[src/sv/aatm_pkg.sv]
package aatm_pkg;

	localparam int SAMPLE_W = 12;
	localparam int SUM_W = 17;
	localparam int CHANNELS = 4;
	localparam int DEF_FILTER_SIZE = 25;
	localparam int DIV_W = 42;
	localparam int DVS_W = 17;
	localparam int VAL_W = 26;

	typedef enum logic [2:0] {
		CFG_VREF_EN = 3'd0,
		CFG_VREF_CAL = 3'd1,
		CFG_PWM_PERIOD = 3'd2,
		CFG_POT_LIMIT = 3'd3,
		CFG_POT_HYST = 3'd4,
		CFG_TEMP_LIMIT = 3'd5,
		CFG_TEMP_HYST = 3'd6
	} cfg_idx_t;

	typedef struct packed {
		logic [SAMPLE_W-1:0] pot_sample;
		logic [SAMPLE_W-1:0] ext_temp_sample;
		logic [SAMPLE_W-1:0] int_temp_sample;
		logic [SAMPLE_W-1:0] vref_sample;
	} in_t;

	typedef struct packed {
		logic [12:0] pot_mv;
		logic signed [15:0] ext_temp;
		logic signed [15:0] int_temp;
		logic pot_warning;
		logic ext_warning;
		logic int_warning;
		logic [1:0] warning_count;
		logic [15:0] pot_duty;
		logic [15:0] ext_duty;
		logic [15:0] int_duty;
		logic [12:0] ref_mv;
	} out_t;

	typedef struct packed {
		logic vref_correct_enable;
		logic [11:0] vref_calibration;
		logic [15:0] pwm_period;
		logic [12:0] pot_limit;
		logic [9:0] pot_hyst;
		logic signed [15:0] temp_limit;
		logic [9:0] temp_hyst;
	} cfg_t;

	typedef struct packed {
		logic [CHANNELS-1:0][SUM_W-1:0] sums;
	} job_t;

endpackage

[src/sv/aatm_queue.sv]
module aatm_queue import aatm_pkg::*; (
	input  logic clk,
	input  logic arst_n,
	input  logic push,
	input  job_t push_job,
	output logic full,
	input  logic pop,
	output logic not_empty,
	output job_t pop_job
);

	job_t mem_q [2];
	logic wr_ptr_q;
	logic rd_ptr_q;
	logic [1:0] count_q;

	assign full = (count_q == 2'd2);
	assign not_empty = (count_q != 2'd0);
	assign pop_job = mem_q[rd_ptr_q];

	always_ff @(posedge clk) begin
		if (push) begin
			mem_q[wr_ptr_q] <= push_job;
		end
	end

	always_ff @(posedge clk or negedge arst_n) begin
		if (!arst_n) begin
			wr_ptr_q <= 1'b0;
			rd_ptr_q <= 1'b0;
			count_q <= 2'd0;
		end else begin
			if (push) begin
				wr_ptr_q <= ~wr_ptr_q;
			end
			if (pop) begin
				rd_ptr_q <= ~rd_ptr_q;
			end
			if (push && !pop) begin
				count_q <= count_q + 2'd1;
			end else if (pop && !push) begin
				count_q <= count_q - 2'd1;
			end
		end
	end

endmodule

[src/sv/aatm_front.sv]
module aatm_front import aatm_pkg::*; #(
	parameter int FILTER_SIZE = DEF_FILTER_SIZE
) (
	input  logic clk,
	input  logic arst_n,
	input  logic in_valid,
	output logic in_ready,
	input  in_t  in_data,
	output logic push,
	output job_t push_job,
	input  logic queue_full
);

	localparam int CNT_W = $clog2(FILTER_SIZE + 1);

	logic [CHANNELS-1:0][SUM_W-1:0] sums_q;
	logic [CHANNELS-1:0][SUM_W-1:0] sums_next;
	logic [CNT_W-1:0] count_q;
	logic accept;
	logic last;

	assign in_ready = !queue_full;
	assign accept = in_valid && in_ready;
	assign last = (count_q == CNT_W'(FILTER_SIZE - 1));

	always_comb begin
		sums_next[0] = sums_q[0] + SUM_W'(in_data.pot_sample);
		sums_next[1] = sums_q[1] + SUM_W'(in_data.ext_temp_sample);
		sums_next[2] = sums_q[2] + SUM_W'(in_data.int_temp_sample);
		sums_next[3] = sums_q[3] + SUM_W'(in_data.vref_sample);
	end

	assign push = accept && last;
	assign push_job.sums = sums_next;

	always_ff @(posedge clk or negedge arst_n) begin
		if (!arst_n) begin
			sums_q <= '0;
			count_q <= '0;
		end else if (accept) begin
			if (last) begin
				sums_q <= '0;
				count_q <= '0;
			end else begin
				sums_q <= sums_next;
				count_q <= count_q + CNT_W'(1);
			end
		end
	end

endmodule

[src/sv/aatm_div.sv]
module aatm_div import aatm_pkg::*; (
	input  logic clk,
	input  logic arst_n,
	input  logic start,
	input  logic [DIV_W-1:0] dividend,
	input  logic [DVS_W-1:0] divisor,
	output logic done,
	output logic [DIV_W-1:0] quotient
);

	localparam int CNT_W = $clog2(DIV_W + 1);

	logic [DIV_W-1:0] work_q;
	logic [DVS_W-1:0] dvs_q;
	logic [DVS_W:0] rem_q;
	logic [CNT_W-1:0] cnt_q;
	logic busy_q;
	logic done_q;
	logic [DVS_W:0] trial;
	logic fits;

	assign trial = {rem_q[DVS_W-1:0], work_q[DIV_W-1]};
	assign fits = (trial >= {1'b0, dvs_q});
	assign done = done_q;
	assign quotient = work_q;

	always_ff @(posedge clk) begin
		if (start) begin
			work_q <= dividend;
			dvs_q <= divisor;
			rem_q <= '0;
		end else if (busy_q) begin
			work_q <= {work_q[DIV_W-2:0], fits};
			rem_q <= fits ? (trial - {1'b0, dvs_q}) : trial;
		end
	end

	always_ff @(posedge clk or negedge arst_n) begin
		if (!arst_n) begin
			busy_q <= 1'b0;
			done_q <= 1'b0;
			cnt_q <= '0;
		end else begin
			done_q <= 1'b0;
			if (start) begin
				busy_q <= 1'b1;
				cnt_q <= CNT_W'(DIV_W);
			end else if (busy_q) begin
				cnt_q <= cnt_q - CNT_W'(1);
				if (cnt_q == CNT_W'(1)) begin
					busy_q <= 1'b0;
					done_q <= 1'b1;
				end
			end
		end
	end

endmodule

[src/sv/aatm_back.sv]
module aatm_back import aatm_pkg::*; #(
	parameter int FILTER_SIZE = DEF_FILTER_SIZE
) (
	input  logic clk,
	input  logic arst_n,
	input  cfg_t cfg,
	input  logic job_valid,
	input  job_t job,
	output logic job_pop,
	output logic out_valid,
	input  logic out_ready,
	output out_t out_data
);

	localparam logic [16:0] VREF_K = 17'(3300 * FILTER_SIZE);

	// Division by a constant d is done as (x * ceil(2^s / d)) >> s with s = 30 + clog2(d),
	// which is exact for every x below 2^30.
	localparam int SH_FS = 30 + $clog2(FILTER_SIZE);
	localparam int SH_10 = 30 + $clog2(10);
	localparam int SH_20 = 30 + $clog2(20);
	localparam int SH_25 = 30 + $clog2(25);
	localparam int SH_3000 = 30 + $clog2(3000);
	localparam int SH_400 = 30 + $clog2(400);
	localparam logic [30:0] RCP_FS =
		31'(((64'd1 << SH_FS) + 64'(FILTER_SIZE - 1)) / 64'(FILTER_SIZE));
	localparam logic [30:0] RCP_10 = 31'(((64'd1 << SH_10) + 64'd9) / 64'd10);
	localparam logic [30:0] RCP_20 = 31'(((64'd1 << SH_20) + 64'd19) / 64'd20);
	localparam logic [30:0] RCP_25 = 31'(((64'd1 << SH_25) + 64'd24) / 64'd25);
	localparam logic [30:0] RCP_3000 = 31'(((64'd1 << SH_3000) + 64'd2999) / 64'd3000);
	localparam logic [30:0] RCP_400 = 31'(((64'd1 << SH_400) + 64'd399) / 64'd400);

	typedef enum logic [2:0] {
		ST_IDLE,
		ST_ISSUE,
		ST_MUL,
		ST_WAIT,
		ST_FLAGS,
		ST_OUT
	} state_t;

	typedef enum logic [3:0] {
		STEP_REF = 4'd0,
		STEP_SC0 = 4'd1,
		STEP_SC1 = 4'd2,
		STEP_SC2 = 4'd3,
		STEP_POT = 4'd4,
		STEP_EXT = 4'd5,
		STEP_INT = 4'd6,
		STEP_D0 = 4'd7,
		STEP_D1 = 4'd8,
		STEP_D2 = 4'd9
	} step_t;

	state_t state_q;
	step_t step_q;
	logic [12:0] ref_q;
	logic [2:0] flags_q;
	logic [2:0][22:0] v_q;
	logic signed [VAL_W-1:0] pot_q;
	logic signed [VAL_W-1:0] ext_q;
	logic signed [VAL_W-1:0] int_q;
	logic [2:0][15:0] duty_q;
	logic [29:0] num_q;
	logic [60:0] prod_q;
	logic out_valid_q;
	out_t out_q;

	logic [DIV_W-1:0] dd;
	logic [DVS_W-1:0] dv;
	logic skip;
	logic div_start;
	logic div_done;
	logic [DIV_W-1:0] quot;
	logic [28:0] ref_num;
	logic [29:0] sc_num;
	logic [SUM_W-1:0] sc_sum;
	logic signed [VAL_W-1:0] int_diff;
	logic signed [VAL_W-1:0] int_m;
	logic signed [VAL_W-1:0] duty_src;
	logic signed [VAL_W-1:0] duty_span;
	logic signed [VAL_W-1:0] duty_diff;
	logic duty_sat;
	logic [27:0] duty_num;
	logic [30:0] cd_m;
	logic [60:0] cd_prod;
	logic [29:0] cd_q;
	logic [DIV_W-1:0] q_res;
	logic step_done;
	logic [33:0] v_scaled;
	logic signed [VAL_W-1:0] tlim;
	logic signed [VAL_W-1:0] plim;
	logic [2:0] flags_next;

	function automatic logic over_limit(input logic signed [VAL_W-1:0] v,
		input logic signed [VAL_W-1:0] lim, input logic [9:0] hy, input logic prev);
		logic signed [VAL_W-1:0] h;
		h = $signed({{(VAL_W-10){1'b0}}, hy});
		if (prev) begin
			return v > (lim - h);
		end
		return v >= (lim + h);
	endfunction

	assign ref_num = {12'd0, VREF_K} * {17'd0, cfg.vref_calibration};

	always_comb begin
		case (step_q)
			STEP_SC0: sc_sum = job.sums[0];
			STEP_SC1: sc_sum = job.sums[1];
			default: sc_sum = job.sums[2];
		endcase
	end
	assign sc_num = {13'd0, sc_sum} * {17'd0, ref_q};

	assign int_diff = $signed({3'd0, v_q[2]}) - VAL_W'(7600);
	assign int_m = int_diff * VAL_W'(10);

	always_comb begin
		case (step_q)
			STEP_D1: begin
				duty_src = ext_q - VAL_W'(200);
				duty_span = VAL_W'(400);
			end
			STEP_D2: begin
				duty_src = int_q - VAL_W'(200);
				duty_span = VAL_W'(400);
			end
			default: begin
				duty_src = pot_q;
				duty_span = VAL_W'(3000);
			end
		endcase
	end
	assign duty_diff = duty_src;
	// At or above the span the duty saturates at the period, so only a short
	// difference ever needs the product.
	assign duty_sat = (duty_diff >= duty_span);
	assign duty_num = {16'd0, duty_diff[11:0]} * {12'd0, cfg.pwm_period};

	always_comb begin
		dd = '0;
		dv = DVS_W'(1);
		skip = 1'b0;
		case (step_q)
			STEP_REF: begin
				dd = DIV_W'(ref_num);
				dv = job.sums[3];
				skip = !(cfg.vref_correct_enable && (job.sums[3] != '0));
			end
			STEP_SC0, STEP_SC1, STEP_SC2: begin
				dd = DIV_W'(sc_num);
			end
			STEP_POT: begin
				dd = DIV_W'(v_q[0]);
			end
			STEP_EXT: begin
				dd = DIV_W'(v_q[1]);
			end
			STEP_INT: begin
				dd = DIV_W'(int_m < 0 ? -int_m : int_m);
			end
			STEP_D0, STEP_D1, STEP_D2: begin
				dd = DIV_W'(duty_num);
				skip = (duty_diff <= 0) || duty_sat;
			end
			default: begin
				skip = 1'b1;
			end
		endcase
	end

	always_comb begin
		case (step_q)
			STEP_SC0, STEP_SC1, STEP_SC2: begin
				cd_m = RCP_FS;
				cd_q = 30'(prod_q >> SH_FS);
			end
			STEP_POT: begin
				cd_m = RCP_10;
				cd_q = 30'(prod_q >> SH_10);
			end
			STEP_EXT: begin
				cd_m = RCP_20;
				cd_q = 30'(prod_q >> SH_20);
			end
			STEP_INT: begin
				cd_m = RCP_25;
				cd_q = 30'(prod_q >> SH_25);
			end
			STEP_D0: begin
				cd_m = RCP_3000;
				cd_q = 30'(prod_q >> SH_3000);
			end
			default: begin
				cd_m = RCP_400;
				cd_q = 30'(prod_q >> SH_400);
			end
		endcase
	end
	assign cd_prod = {31'd0, num_q} * {30'd0, cd_m};
	assign q_res = (step_q == STEP_REF) ? quot : DIV_W'(cd_q);

	assign div_start = (state_q == ST_ISSUE) && !skip && (step_q == STEP_REF);
	assign step_done = (state_q == ST_ISSUE && skip)
		|| (state_q == ST_WAIT && (step_q != STEP_REF || div_done));
	assign v_scaled = q_res[29:0] * 34'd10;

	aatm_div u_div (
		.clk(clk),
		.arst_n(arst_n),
		.start(div_start),
		.dividend(dd),
		.divisor(dv),
		.done(div_done),
		.quotient(quot)
	);

	assign tlim = VAL_W'($signed(cfg.temp_limit));
	assign plim = $signed({{(VAL_W-13){1'b0}}, cfg.pot_limit});
	assign flags_next[0] = over_limit(pot_q, plim, cfg.pot_hyst, flags_q[0]);
	assign flags_next[1] = over_limit(ext_q, tlim, cfg.temp_hyst, flags_q[1]);
	assign flags_next[2] = over_limit(int_q, tlim, cfg.temp_hyst, flags_q[2]);

	assign job_pop = (state_q == ST_OUT) && (!out_valid_q || out_ready);
	assign out_valid = out_valid_q;
	assign out_data = out_q;

	// A step finishes by skipping in ST_ISSUE, or in ST_WAIT once its quotient is ready.
	always_ff @(posedge clk or negedge arst_n) begin
		if (!arst_n) begin
			state_q <= ST_IDLE;
			step_q <= STEP_REF;
			ref_q <= 13'd3000;
			flags_q <= '0;
			out_valid_q <= 1'b0;
		end else begin
			if (out_valid_q && out_ready && state_q != ST_OUT) begin
				out_valid_q <= 1'b0;
			end
			case (state_q)
				ST_IDLE: begin
					if (job_valid) begin
						step_q <= STEP_REF;
						state_q <= ST_ISSUE;
					end
				end
				ST_ISSUE, ST_WAIT: begin
					if (step_done) begin
						case (step_q)
							STEP_REF: begin
								if (!skip) begin
									ref_q <= (quot > DIV_W'(8191)) ? 13'd8191 : quot[12:0];
								end
							end
							STEP_SC0: v_q[0] <= 23'(v_scaled[33:12]);
							STEP_SC1: v_q[1] <= 23'(v_scaled[33:12]);
							STEP_SC2: v_q[2] <= 23'(v_scaled[33:12]);
							STEP_POT: pot_q <= VAL_W'(q_res);
							STEP_EXT: ext_q <= VAL_W'(1010) - VAL_W'(q_res);
							STEP_INT: begin
								int_q <= int_m < 0 ? VAL_W'(250) - VAL_W'(q_res)
									: VAL_W'(250) + VAL_W'(q_res);
							end
							STEP_D0, STEP_D1, STEP_D2: begin
								duty_q[2'(step_q - STEP_D0)] <= !skip ? q_res[15:0]
									: duty_sat ? cfg.pwm_period : 16'd0;
							end
							default: begin
							end
						endcase
						if (step_q == STEP_INT) begin
							state_q <= ST_FLAGS;
						end else if (step_q == STEP_D2) begin
							state_q <= ST_OUT;
						end else begin
							step_q <= step_t'(step_q + 4'd1);
							state_q <= ST_ISSUE;
						end
					end else if (state_q == ST_ISSUE) begin
						num_q <= dd[29:0];
						state_q <= (step_q == STEP_REF) ? ST_WAIT : ST_MUL;
					end
				end
				ST_MUL: begin
					prod_q <= cd_prod;
					state_q <= ST_WAIT;
				end
				ST_FLAGS: begin
					flags_q <= flags_next;
					step_q <= STEP_D0;
					state_q <= ST_ISSUE;
				end
				ST_OUT: begin
					if (!out_valid_q || out_ready) begin
						out_valid_q <= 1'b1;
						out_q.pot_mv <= pot_q[12:0];
						out_q.ext_temp <= ext_q[15:0];
						out_q.int_temp <= int_q[15:0];
						out_q.pot_warning <= flags_q[0];
						out_q.ext_warning <= flags_q[1];
						out_q.int_warning <= flags_q[2];
						out_q.warning_count <= 2'(flags_q[0]) + 2'(flags_q[1])
							+ 2'(flags_q[2]);
						out_q.pot_duty <= duty_q[0];
						out_q.ext_duty <= duty_q[1];
						out_q.int_duty <= duty_q[2];
						out_q.ref_mv <= ref_q;
						state_q <= ST_IDLE;
					end
				end
				default: state_q <= ST_IDLE;
			endcase
		end
	end

endmodule

[src/sv/adc_average_threshold_monitor.sv]
// ADC averaging and threshold monitor.
// The in channel takes one frame of four 12-bit ADC codes per beat; a frame is
// taken every cycle while the job queue between front end and back end has room.
// After FILTER_SIZE frames the per-channel sums go into a two-entry queue and the
// back end turns them into one result beat on the out channel; other frames give
// no result.
// The reference correction runs on a 42-bit restoring divider; every other
// division is by a constant and is done by reciprocal multiplication.
// Blocks that arrive faster than the back end finishes them are absorbed by the
// queue and then stall the in channel; the front end keeps summing the next
// block while the back end works on the one before it.
// A finished result waits in the output register while out_ready is low; the
// back end finishes the next block meanwhile and the front end keeps taking
// frames until the queue fills.
// Reset clears sums, flags and the queue, sets the reference to 3000 mV and the
// registers to their defaults. The cfg channel is always ready; write registers
// only while the block is idle.
module adc_average_threshold_monitor import aatm_pkg::*; #(
	parameter int FILTER_SIZE = DEF_FILTER_SIZE
) (
	input  logic clk,
	input  logic arst_n,
	input  logic in_valid,
	output logic in_ready,
	input  in_t  in_data,
	output logic out_valid,
	input  logic out_ready,
	output out_t out_data,
	input  logic cfg_valid,
	output logic cfg_ready,
	input  logic [2:0] cfg_index,
	input  logic [15:0] cfg_data
);

	cfg_t cfg_q;
	logic push;
	job_t push_job;
	logic queue_full;
	logic job_valid;
	job_t job;
	logic job_pop;

	assign cfg_ready = 1'b1;

	always_ff @(posedge clk or negedge arst_n) begin
		if (!arst_n) begin
			cfg_q.vref_correct_enable <= 1'b1;
			cfg_q.vref_calibration <= 12'd1500;
			cfg_q.pwm_period <= 16'd1000;
			cfg_q.pot_limit <= 13'd1500;
			cfg_q.pot_hyst <= 10'd100;
			cfg_q.temp_limit <= 16'sd400;
			cfg_q.temp_hyst <= 10'd10;
		end else if (cfg_valid) begin
			case (cfg_index)
				CFG_VREF_EN: cfg_q.vref_correct_enable <= cfg_data[0];
				CFG_VREF_CAL: cfg_q.vref_calibration <= cfg_data[11:0];
				CFG_PWM_PERIOD: cfg_q.pwm_period <= cfg_data;
				CFG_POT_LIMIT: cfg_q.pot_limit <= cfg_data[12:0];
				CFG_POT_HYST: cfg_q.pot_hyst <= cfg_data[9:0];
				CFG_TEMP_LIMIT: cfg_q.temp_limit <= cfg_data;
				CFG_TEMP_HYST: cfg_q.temp_hyst <= cfg_data[9:0];
				default: begin
				end
			endcase
		end
	end

	aatm_front #(.FILTER_SIZE(FILTER_SIZE)) u_front (
		.clk(clk),
		.arst_n(arst_n),
		.in_valid(in_valid),
		.in_ready(in_ready),
		.in_data(in_data),
		.push(push),
		.push_job(push_job),
		.queue_full(queue_full)
	);

	aatm_queue u_queue (
		.clk(clk),
		.arst_n(arst_n),
		.push(push),
		.push_job(push_job),
		.full(queue_full),
		.pop(job_pop),
		.not_empty(job_valid),
		.pop_job(job)
	);

	aatm_back #(.FILTER_SIZE(FILTER_SIZE)) u_back (
		.clk(clk),
		.arst_n(arst_n),
		.cfg(cfg_q),
		.job_valid(job_valid),
		.job(job),
		.job_pop(job_pop),
		.out_valid(out_valid),
		.out_ready(out_ready),
		.out_data(out_data)
	);

endmodule

[config.mk]
export PLATFORM = sky130hd
export DESIGN_NAME = adc_average_threshold_monitor
export DESIGN_NICKNAME = d
export VERILOG_FILES = /design/src/sv/aatm_pkg.sv /design/src/sv/aatm_queue.sv /design/src/sv/aatm_front.sv /design/src/sv/aatm_div.sv /design/src/sv/aatm_back.sv /design/src/sv/adc_average_threshold_monitor.sv
export SDC_FILE = /design/constraint.sdc
export NUM_CORES = 2
export LEC_CHECK = 0
export BUFFER_PORTS_ARGS = -buffer_cell sky130_fd_sc_hd__buf_2
export CAP_MARGIN = 40
export CELL_PAD_IN_SITES_DETAIL_PLACEMENT = 2
export CELL_PAD_IN_SITES_GLOBAL_PLACEMENT = 2
export CORE_MARGIN = 4
export CORE_UTILIZATION = 44
export DETAILED_ROUTE_END_ITERATION = 16
export MAX_ROUTING_LAYER = met4
export PLACE_DENSITY = 0.85
export REMOVE_ABC_BUFFERS = 1
export SYNTH_ARGS = -nofsm -noshare
export SYNTH_HDL_FRONTEND = slang
export SYNTH_SLANG_ARGS = --single-unit
[constraint.sdc]
create_clock -name clk -period 11.4 [get_ports clk]
set_input_delay 0.57 -clock clk [delete_from_list [all_inputs] [get_ports clk]]
set_output_delay 0.57 -clock clk [all_outputs]
set_load 0.005 [all_outputs]
==> summary.txt, run 1 <==
Cells after Synth = 7903
GRT Total Usage = 55.80%
Largest net degree at the start of global routing = 69
Die H = 438.8 µm
Initial Util = 44.42%
Clk sinks = 759
Dpl cells = 10490
WEP type = register input
IO Pins = 186
Async SR Flop Fraction = 24.64%
Status = aborted with a tool error
HPWL after DPL = 279500 µm
H-tree Lvls = 3
Port-buffer cells = 184
Post-synthesis sequential area ratio = 26.61%
Root Buffer = clkbuf_16
Cell Area, Synth = 0.08168 mm²
Seq cells post-synth = 759
Library cells used by synthesis = 100
CTS Buf Count = 92
Yosys warning total = 0
Gpl congestion = 0.9801
Gr ovfl total = 12
Synthesized area per cell = 10.33 µm²
Initial antenna violation count = 58
Stop stage = global routing (5_1_grt)
Longest Clk Path Bufs = 3
Worst endpoint, post-GRT repair = u_back.prod_q[56]$_DFFE_PP_/D
EDFF count, synth = 555
Ys flop type = edfxtp_1
Cell Rows = 157
Die outline width = 438.8 µm
Error = [ERROR GRT-0232] Routing congestion too high. Check the congestion heatmap in the GUI.
## cell usage after synthesis, drive strengths merged, types with 36 or more instances
| cell | n | share of area [%] |
|---|---|---|
| edfxtp | 555 | 20 |
| nand2 | 644 | 3.0 |
| buf | 49 | 0.30 |
| nand2b | 68 | 0.52 |
| xnor2 | 214 | 2.3 |
| o21a | 59 | 0.54 |
| nor2b | 77 | 0.59 |
| and2 | 172 | 1.3 |
| fa | 1048 | 26 |
| a21o | 90 | 0.83 |
| inv | 1568 | 7.2 |
| a22o | 81 | 0.87 |
| a31oi | 40 | 0.31 |
| nor3 | 95 | 0.59 |
| xor2 | 111 | 1.2 |
| nor2 | 329 | 1.5 |
| o21ai | 296 | 1.8 |
| ha | 917 | 14 |
| mux2 | 84 | 1.2 |
| a21oi | 310 | 1.9 |
| clkbuf | 162 | 0.74 |
| mux2i | 108 | 1.3 |
| dfstp | 36 | 1.2 |
| nand4 | 52 | 0.40 |
| dfrtp | 151 | 4.6 |
| nand3 | 69 | 0.42 |
## cell families after synthesis
logic type	share of synthesized area, %
compound gates	9.409
xor+xnor	3.485
simple gates	10.02
buf+inv	8.251
other cells	0.004591
mux	2.486
fa+ha+maj	39.73
flops	26.61
## through the flow
stage	cell area (µm²)	hold slack (ps)	setup WS (ps)
CTS	89480	13.42	197.9
detailed placement	86310	408.9	-31.74
global placement	85940	401.6	1033
floorplan	80820	274.4	1463
## routing by layer
layer  overflow  global-route usage, %
met5          -                      -
met2          2                  74.20
met4          9                  53.29
met3          1                  37.95
met1          0                  52.61
## repair_timing
| item | CTS |
|---|---|
| buffers inserted | 2 |
| pin swaps | 1 |
| hold buffers | 2 |
| hold endpoints to repair | 24 |
| endpoints found under the setup margin | 8 |
| resized for setup | 4 |
==> run 2, diff against run 1 <==
Settings changed: CELL_PAD_IN_SITES_DETAIL_PLACEMENT 2 to not set, CELL_PAD_IN_SITES_GLOBAL_PLACEMENT 2 to not set, CORE_UTILIZATION 44 to 30, MAX_ROUTING_LAYER met4 to not set, PLACE_DENSITY 0.85 to not set, PLACE_DENSITY_LB_ADDON set to 0.15.
==> summary.txt, run 2 <==
Longest Clk Path Bufs = 3 (unchanged)
Most common cell after layout, fill and taps aside = inv_1
Commonest cells in the netlist = inv_1 (1567), fa_1 (1048), ha_1 (917), nand2_1 (644), edfxtp_1 (555)
Cell with the most instances after synthesis = inv_1
Average routed wire per standard cell = 23.64 µm
Area grow syn2layout = 11.52%
Clock Latency Late Sink = 770 ps
Max-slew violations = 0
Async SR Flop Fraction = 24.64% (unchanged)
Hold Crit Start = in_data[12]
Largest reg by FF count = u_queue.mem_q
Ys flop type = edfxtp_1
Critical Path Fanout Max = 40
Worst endpoint data arrival time = 10660 ps
Layout cell share with drive strength beyond 1 = 8.646%
Cells after Synth = 7903 (unchanged)
Period minus WS final = 10180 ps
Port-buffer cells = 184 (unchanged)
Post-layout net count = 10170
Library cells used by synthesis = 100 (unchanged)
CTS tree = done
Commonest non-fill, non-tap cells in the layout = inv_1 (1567), fa_1 (1048), ha_1 (917)
Clk sinks = 759 (unchanged)
Final Cycle Share = 89.31%
Routed via count = 58070
Post-route ant nets = 0
HPWL after DPL = 227000 µm (-19%)
Register-to-register setup slack = 1220 ps
H-tree Lvls = 3 (unchanged)
Cell Rows = 191 (+22%)
Gpl congestion = 0.9309 (-5.0%)
Gr ovfl total = 0
DR iter-0 viols = 4027
Cell Area, Synth = 0.08168 mm² (unchanged)
Clock-pin slew on the worst setup and hold paths = 70 ps
Seq cells post-synth = 759 (unchanged)
Post-synthesis sequential area ratio = 26.61% (unchanged)
Final wirelength = 278600 µm
GRT Total Usage = 19.89%
Setup TNS Final = 0 ps
Yosys warning total = 0 (unchanged)
Top-area cell type share of the netlist area = 25.69% (unchanged)
Worst slew pin tran = 1150 ps
Die Footprint = 0.2807 mm²
IO Pins = 186 (unchanged)
Top cells by area, synth = fa_1 (26%), edfxtp_1 (20%), ha_1 (14%)
EDFF count, synth = 555 (unchanged)
Die outline width = 529.8 µm (+21%)
Top cell type by total area after synthesis = fa_1
Initial antenna violation count = 19
Max_cap viols = 0
Initial Util = 30.14% (-14 points)
Cell mode on critical path = fa_1
Final-report setup violation count = 0
Crit Path Category = flop to flop
Final Hold Viols = 0
Min-Delay Path Class = input port to flop
CP endpoint kind = flop
CP max-delay cell = fa_1
RSZ-0062 raised after global routing = false
CTS Buf Count = 95 (+3.3%)
DRC violation count after routing = 0
Critical path origin = u_back.step_q[3]
TritonRoute pass-1 iters = 7
Die H = 529.8 µm (+21%)
Flip-flop count of the largest register after layout = 136
Max_slew headroom = 23.35%
Vias in the first global route = 62210
First-pass GRT wire length = 414800 µm
Via density = 4.926
Synthesized area per cell = 10.33 µm² (unchanged)
Crit path largest cell delay = 560 ps
Reg-to-reg startpoint = u_back.step_q[3]
Skew final = 57.12 ps
CP Launch Type = flop
Post-CTS Setup Repair Bufs = 0 (-2)
Root Buffer = clkbuf_16
Largest net degree at the start of global routing = 66
Status = finished clean
PostCTS Resize Cnt = 0 (-4)
Total core area = 0.2710 mm²
Max Freq = 0.09822 GHz
Fillers = 27670
Worst EP required = 11880 ps
## run 2: per-stage QoR
| step | area [µm²] | setup slack [ps] | cells | utilization, % | hold WS (ps) |
|---|---|---|---|---|---|
| floorplan | 80820 | 1463 | 7692 | - | 274.4 |
| global placement | 87440 | 1243 | 11580 | 32.27 | 401.1 |
| detailed placement | 87770 | 1262 | 11600 | 32.39 | 405.2 |
| CTS | 91060 | 1201 | 11780 | 33.60 | 148.4 |
| global route | 91070 | 637.1 | 11780 | 33.61 | 172.2 |
| finish | 91090 | 1218 | 11790 | 33.61 | 202.6 |
## run 2: layer usage
layer	up-vias	GRT usage, %	part of all wire [%]
met5	-	0	0.031
met2	1390	34.11	49
met3	373	2.645	4.6
met4	12	6.127	3.5
li1	26550	-	-
met1	29740	26.05	43
## run 2: layout make-up
cell class / count / area [µm²] / area share [%]
Sequential cell: 759 / 21730 / 23.86
Timing Repair Buffer: 342 / 2286 / 2.510
Clock inverter: 66 / 804.5 / 0.8833
Antenna cell: 6 / 15.01 / 0.01648
Multi-Input combinational cell: 5365 / 53410 / 58.64
Clock buffer: 112 / 2481 / 2.724
Tap cell: 3570 / 4467 / 4.904
Inverter: 1568 / 5886 / 6.462
## run 2: final timing paths
kind | endpoint | cells after the start
worst max-delay path | u_back.prod_q[60] | 34
worst min-delay path | u_queue.mem_q[1][34] | 2
worst max register to register | u_back.prod_q[60] | 34
worst min register to register | u_back.out_data[48] | 0
max in group asynchronous | u_front.count_q[3] | 6
min in group asynchronous | cfg_q[13] | 2
## run 2: repair_timing
action / 4_1_cts / 5_1_grt
hold buffers: 1 / 0
endpoints found under the setup margin: 0 / 0
hold endpoints to repair: 34 / 0
## run 2: critical path, delay by kind of cell (launching register included)
kind / cells / cell delay (ps)
AND/OR/NAND/NOR: 5 / 790
AO/OA/AOI/OAI: 10 / 2790
flip-flops: 1 / 530
buffers and inverters: 9 / 1380
adder cells (fa/ha/maj): 9 / 4230
XOR/XNOR: 1 / 150
## run 2: logic make-up after synthesis
group | synth area share, %
adder cells (fa/ha/maj) | 39.73
multiplexers | 2.486
other | 0.004591
flip-flops | 26.61
XOR/XNOR | 3.485
AO/OA/AOI/OAI | 9.409
AND/OR/NAND/NOR | 10.02
buffers and inverters | 8.251
Power of run 2 is left out: the tool's default activity adds up to more than one toggle a clock period on the data nets, which glitch-free logic cannot reach.
